[src/nnis_pkg.sv]
// ----------------------------------------------------------------------------
// nnis_pkg
// Shared constants and types of the nearest-neighbor image scaler.
// ----------------------------------------------------------------------------
package nnis_pkg;

  // Source image geometry.
  localparam int SRC_WIDTH  = 64;
  localparam int SRC_HEIGHT = 64;
  localparam int IMG_SIZE   = SRC_WIDTH * SRC_HEIGHT;
  localparam int ADDR_W     = (IMG_SIZE > 1) ? $clog2(IMG_SIZE) : 1;
  localparam int SX_W       = (SRC_WIDTH > 1) ? $clog2(SRC_WIDTH) : 1;
  localparam int SY_W       = (SRC_HEIGHT > 1) ? $clog2(SRC_HEIGHT) : 1;

  // Register and field widths.
  localparam int OW_W  = 8;
  localparam int OH_W  = 9;
  localparam int PIX_W = 16;
  localparam int CFG_IDX_W  = 1;
  localparam int CFG_DATA_W = 9;

  // Register indexes.
  localparam logic [CFG_IDX_W-1:0] CFG_OUT_WIDTH  = 1'd0;
  localparam logic [CFG_IDX_W-1:0] CFG_OUT_HEIGHT = 1'd1;

  // Register reset values.
  localparam logic [OW_W-1:0] OUT_WIDTH_RESET  = 8'd180;
  localparam logic [OH_W-1:0] OUT_HEIGHT_RESET = 9'd126;

  // Scaled source positions before clamping: counter times source size.
  localparam int QX_W  = $clog2((1 << OW_W) * SRC_WIDTH);
  localparam int QY_W  = $clog2((1 << OH_W) * SRC_HEIGHT);
  localparam int DIV_W = (QY_W > QX_W) ? QY_W : QX_W;
  localparam int DSR_W = (OH_W > OW_W) ? OH_W : OW_W;

  typedef struct packed {
    logic             valid;
    logic [DIV_W-1:0] dividend;
    logic [DSR_W-1:0] divisor;
  } div_req_t;

  typedef struct packed {
    logic             done;
    logic [DIV_W-1:0] quot;
    logic [DSR_W-1:0] rem;
  } div_rsp_t;

endpackage

[src/nnis_div.sv]
// ----------------------------------------------------------------------------
// nnis_div
// Restoring divider, one quotient bit per cycle.
// ----------------------------------------------------------------------------
module nnis_div (
  input  logic               clk,
  input  logic               rst_n,
  input  nnis_pkg::div_req_t req,
  output nnis_pkg::div_rsp_t rsp
);

  localparam int CNT_W = $clog2(nnis_pkg::DIV_W + 1);

  logic                        busy_r;
  logic                        done_r;
  logic [CNT_W-1:0]            cnt_r;
  logic [nnis_pkg::DIV_W-1:0]  dvd_r;
  logic [nnis_pkg::DSR_W-1:0]  dsr_r;
  logic [nnis_pkg::DSR_W-1:0]  rem_r;
  logic [nnis_pkg::DSR_W-1:0]  rem_nxt;
  logic [nnis_pkg::DSR_W:0]    trial;
  logic                        qbit;

  always_comb begin
    trial = {rem_r, dvd_r[nnis_pkg::DIV_W-1]};
    qbit  = (trial >= {1'b0, dsr_r});
    if (qbit) begin
      rem_nxt = nnis_pkg::DSR_W'(trial - {1'b0, dsr_r});
    end else begin
      rem_nxt = trial[nnis_pkg::DSR_W-1:0];
    end
  end

  always_ff @(posedge clk) begin
    if (!rst_n) begin
      busy_r <= 1'b0;
      done_r <= 1'b0;
      cnt_r  <= '0;
    end else begin
      // Done pulses for one cycle after the last quotient bit.
      done_r <= busy_r && (cnt_r == CNT_W'(1));
      if (!busy_r && req.valid) begin
        busy_r <= 1'b1;
        cnt_r  <= CNT_W'(nnis_pkg::DIV_W);
        dvd_r  <= req.dividend;
        dsr_r  <= req.divisor;
        rem_r  <= '0;
      end else if (busy_r) begin
        // The quotient bits shift in where the dividend bits leave.
        rem_r <= rem_nxt;
        dvd_r <= {dvd_r[nnis_pkg::DIV_W-2:0], qbit};
        cnt_r <= cnt_r - 1'b1;
        if (cnt_r == CNT_W'(1)) begin
          busy_r <= 1'b0;
        end
      end
    end
  end

  assign rsp.done = done_r;
  assign rsp.quot = dvd_r;
  assign rsp.rem  = rem_r;

endmodule

[config.mk]
export PLATFORM = sky130hd
export DESIGN_NAME = nnis_div
export DESIGN_NICKNAME = d
export VERILOG_FILES = /design/src/nnis_pkg.sv /design/src/nnis_div.sv
export SDC_FILE = /design/constraint.sdc
export NUM_CORES = 1
export LEC_CHECK = 0
export CAP_MARGIN = 20
export CORE_ASPECT_RATIO = 1.25
export CORE_MARGIN = 3
export CORE_UTILIZATION = 25
export CTS_BUF_LIST = sky130_fd_sc_hd__clkbuf_2
export CTS_CLUSTER_SIZE = 12
export DETAILED_ROUTE_END_ITERATION = 8
export DONT_BUFFER_PORTS = 1
export GPL_TIMING_DRIVEN = 0
export SYNTH_ARGS = -nofsm -noshare
export SYNTH_HDL_FRONTEND = slang
export SYNTH_SLANG_ARGS = --single-unit
[constraint.sdc]
create_clock -name clk -period 2.64 [get_ports clk]
set_clock_uncertainty 0.05 [all_clocks]
set_input_delay 0.132 -clock clk [delete_from_list [all_inputs] [get_ports clk]]
set_output_delay 0.132 -clock clk [all_outputs]
set_load 0.005 [all_outputs]
==> flow_metrics.tcl <==
set metrics [dict create \
    max-vdd-ir-drop_v 0.000217 \
    worstPathRequired_ps 2730 \
    grt_max_degree 17 \
    cp-end-kind "flop" \
    seqCellArea_sq_mm 0.00111 \
    drive_gt1_share_pct 24.0 \
    cp_max_fo 5 \
    routed_wirelength_mm 4.56 \
    hold_depth 3 \
    p_int_mw 1.03 \
    synth_top_family_by_area "compound AO/OA/AOI/OAI gates" \
    vias_per_cell 4.78 \
    grt_use_total_pct 10.1 \
    fin_crit_sh_pct 97.7 \
    fp.dieH_microns 109 \
    tightest_slew_ps 831 \
    status "complete, no violations" \
    htree_levels 2 \
    synth_cell_types 46 \
    cts_buffers 5 \
    die_area_sq_mm 0.00956 \
    power.total_mw 1.48 \
    p_per_area_mw_per_mm2 567 \
    wl_per_cell_microns 15.2 \
    slew_headroom_pct 44.5 \
    crit_arrival_ps 2670 \
    p_comb_share_pct 29.2 \
    drv_cap 0 \
    synth_seq_cells 39 \
    synth-compound-area-share_pct 14.2 \
    fin_nets 242 \
    maxSlewViolCount 0 \
    holdPathEnd "cnt_r[3]$_SDFFE_PN0N_" \
    grt_pass1_vias 1487 \
    hold_viol 0 \
    place_congestion 0.716 \
    numPortBuffers 0 \
    hpwl_mm 3.24 \
    io_pins 52 \
    placementRows 36 \
    synthMuxAreaShare_pct 10.2 \
    fillCellCount 794 \
    clk_pin_slew_worst_paths_ps 200 \
    r2r_end "dvd_r[0]$_DFFE_PP_" \
    synth_area_per_cell_sq_um 12.8 \
    root_buffer "clkbuf_2" \
    critical_path_class "reg2reg" \
    rrSetupSlack_ps 60 \
    syn_nets 203 \
    overflow 0 \
    crit_buf_inv 3 \
    path_cells "inv_1 -> ha_2 -> inv_2 -> fa_2 -> a21o_1 -> a221oi_4 -> a31oi_4 -> buf_8 -> mux2_4" \
    setup_tns_ps 0 \
    drt_iter0_drc 45 \
    synth_largest_area_cell "edfxtp_1" \
    grt_pass1_wl_mm 7.38 \
    synth_area_sq_mm 0.00210 \
    async_flop_share_pct 0 \
    areaGrowthSynthToFinish_pct 23.9 \
    cp.depth 9 \
    cts.sinks 39 \
    antenna_cells 0 \
    synth-xor-area-share_pct 1.25 \
    placed_area_sq_mm 0.00224 \
    multi_input_area_sq_um 908 \
    synthCells 164 \
    hp-class "in2reg" \
    core_sq_mm 0.00797 \
    whs_ps 67.4 \
    initial_core_util_pct 26.4 \
    worstReg2RegStart "dvd_r[14]$_DFFE_PP_" \
    cp_top_family "compound AO/OA/AOI/OAI gates" \
    drc 0 \
    firstDrtPassIters 4 \
    clk-insertion-delay-late_ps 400 \
    cp-start-kind "flop" \
    stdcell_area_sq_mm 0.00261 \
    leakagePower_nw 1.01 \
    synth-adder-area-share_pct 7.50 \
    p_sw_mw 0.448 \
    rsz0062_at_grt "true" \
    die_x_microns 88.0 \
    min_period_ps 2580 \
    antenna_found_initial 0 \
    max_freq_ghz 0.388 \
    rr_worst_depth 9 \
    route.vias.total 1429 \
    synth.area.top_cells "edfxtp_1, mux2_2, ha_1" \
    yosysSeqAreaShare_pct 52.8 \
    power_switching_share_pct 30.3 \
    hp-start "req[24]" \
    yosys_warnings 0 \
    cp_slowest_stage_delay_ps 480 \
    power.clock.fraction_pct 17.8 \
    clock_path_buffers 2 \
    synthSimpleGateAreaFrac_pct 9.34 \
    finalSetupViolations 0 \
    yosysTopAreaCellShare_pct 47.1 \
    cpMaxStageDelayCell "edfxtp_1" \
    ys_dominant_reg_cell "edfxtp_1" \
    cts_tree "built" \
    synth-edff-count 33 \
    seq_power_share_pct 53.1 \
    antenna_left 0 \
]
-- layer usage --
metal	share of wire, %	routed length [microns]	GRT usage [%]
met5	0	0	0
met4	1.5	69	2.92
met3	6.1	276	3.13
met2	55	2500	18.2
met1	37	1710	11.2
-- area by class of cell --
class	instances	area share, %
flip-flops and latches	39	42.6
multi-input cells	102	34.9
repair buffers	32	12.5
well taps	95	4.56
inverters	17	2.45
plain buffers	6	1.49
clock buffers	6	1.15
clock inverters	2	0.336
-- registers in the layout, indices dropped and copies added (netlist names) --
name	count
cnt_r	4
done_r	1
rem_r	9
busy_r	1
dsr_r	9
dvd_r	15
-- stage by stage --
| stage | util, % | instances | setup WS [ps] |
|---|---|---|---|
| after global routing | 32.7 | 299 | -46.7 |
| after CTS | 31.9 | 295 | 11.1 |
| after detailed placement | 28.0 | 260 | -46.2 |
| after global placement | 27.9 | 259 | -268 |
| final | 32.7 | 299 | 61.4 |
| after floorplan | - | 164 | 185 |
-- cells in the mapped netlist (2+ instances only) --
master / count
o2111ai_1: 2
a211oi_1: 2
or2_0: 2
nor2b_1: 2
mux2i_1: 3
nor3_1: 2
nand3_1: 3
edfxtp_1: 33
nand2_1: 5
xnor2_1: 3
o31a_1: 2
a211oi_2: 2
mux2_2: 15
clkbuf_1: 3
ha_1: 11
dfxtp_1: 6
inv_1: 17
a21o_1: 3
or3_1: 3
nor2_1: 11
o21ai_0: 4
a21oi_1: 6
-- timing repair --
action,in CTS,in global routing
endpoints found under the hold margin,29,0
gates cloned,0,1
gates resized for setup,0,6
pin swaps,1,6
buffers inserted,1,3
setup endpoints to repair,3,8
hold buffers,26,0
-- worst max path at each step --
stage / start / to / slack, ps
2_1_floorplan: dvd_r[14]$_DFFE_PP_ / dvd_r[0]$_DFFE_PP_ / 190
3_3_place_gp: busy_r$_SDFF_PN0_ / dvd_r[7]$_DFFE_PP_ / -270
3_5_place_dp: dvd_r[14]$_DFFE_PP_ / dvd_r[0]$_DFFE_PP_ / -50
4_1_cts: dvd_r[14]$_DFFE_PP_ / dvd_r[0]$_DFFE_PP_ / 10
5_1_grt: dvd_r[14]$_DFFE_PP_ / dvd_r[0]$_DFFE_PP_ / -50
6_report: dvd_r[14]$_DFFE_PP_ / dvd_r[0]$_DFFE_PP_ / 60
-- power by group through the flow --
stage,clock (mW),sequential [mW],combinational [mW]
floorplan,0,0.785,0.297
global placement,0,0.802,0.350
detailed placement,0,0.801,0.358
CTS,0.283,0.788,0.395
global route,0.298,0.795,0.480
finish,0.263,0.785,0.431
-- worst reg2reg max path, delay by kind of cell, from the launching register on --
family          cells  cell delay [ps]
flops               1              480
fa+ha+maj           2              540
compound gates      3              740
buf+inv             3              300
mux                 1              260
-- cell families after synthesis --
family / Yosys count
adders and majority gates: 12
buffers and inverters: 23
DFF: 39
and+or+nand+nor: 37
muxes: 19
xor gates and xnor gates: 3
AOI/OAI and AO/OA: 31
-- cell usage in the layout (no fill, tap or decap), types with 2 or more instances in the layout --
master | synthesis | layout
ha_1 | 11 | 10
mux2_2 | 15 | 14
xnor2_1 | 3 | 3
a211oi_1 | 2 | 2
or3_1 | 3 | 3
nand3_1 | 3 | 3
dlygate4sd3_1 | 0 | 26
nor3_1 | 2 | 2
o2111ai_1 | 2 | 2
a21oi_1 | 6 | 5
o31a_1 | 2 | 2
dfxtp_1 | 6 | 6
nor2_1 | 11 | 10
o21ai_0 | 4 | 4
edfxtp_1 | 33 | 33
or2_0 | 2 | 2
mux2i_1 | 3 | 3
mux2_4 | 1 | 2
nor2b_1 | 2 | 2
inv_1 | 17 | 16
nand2_1 | 5 | 5
clkbuf_2 | 0 | 6
a211oi_2 | 2 | 2
a21o_1 | 3 | 3
clkbuf_1 | 3 | 3
buf_4 | 1 | 5
No activity file was read; power rests on OpenSTA's default activity.
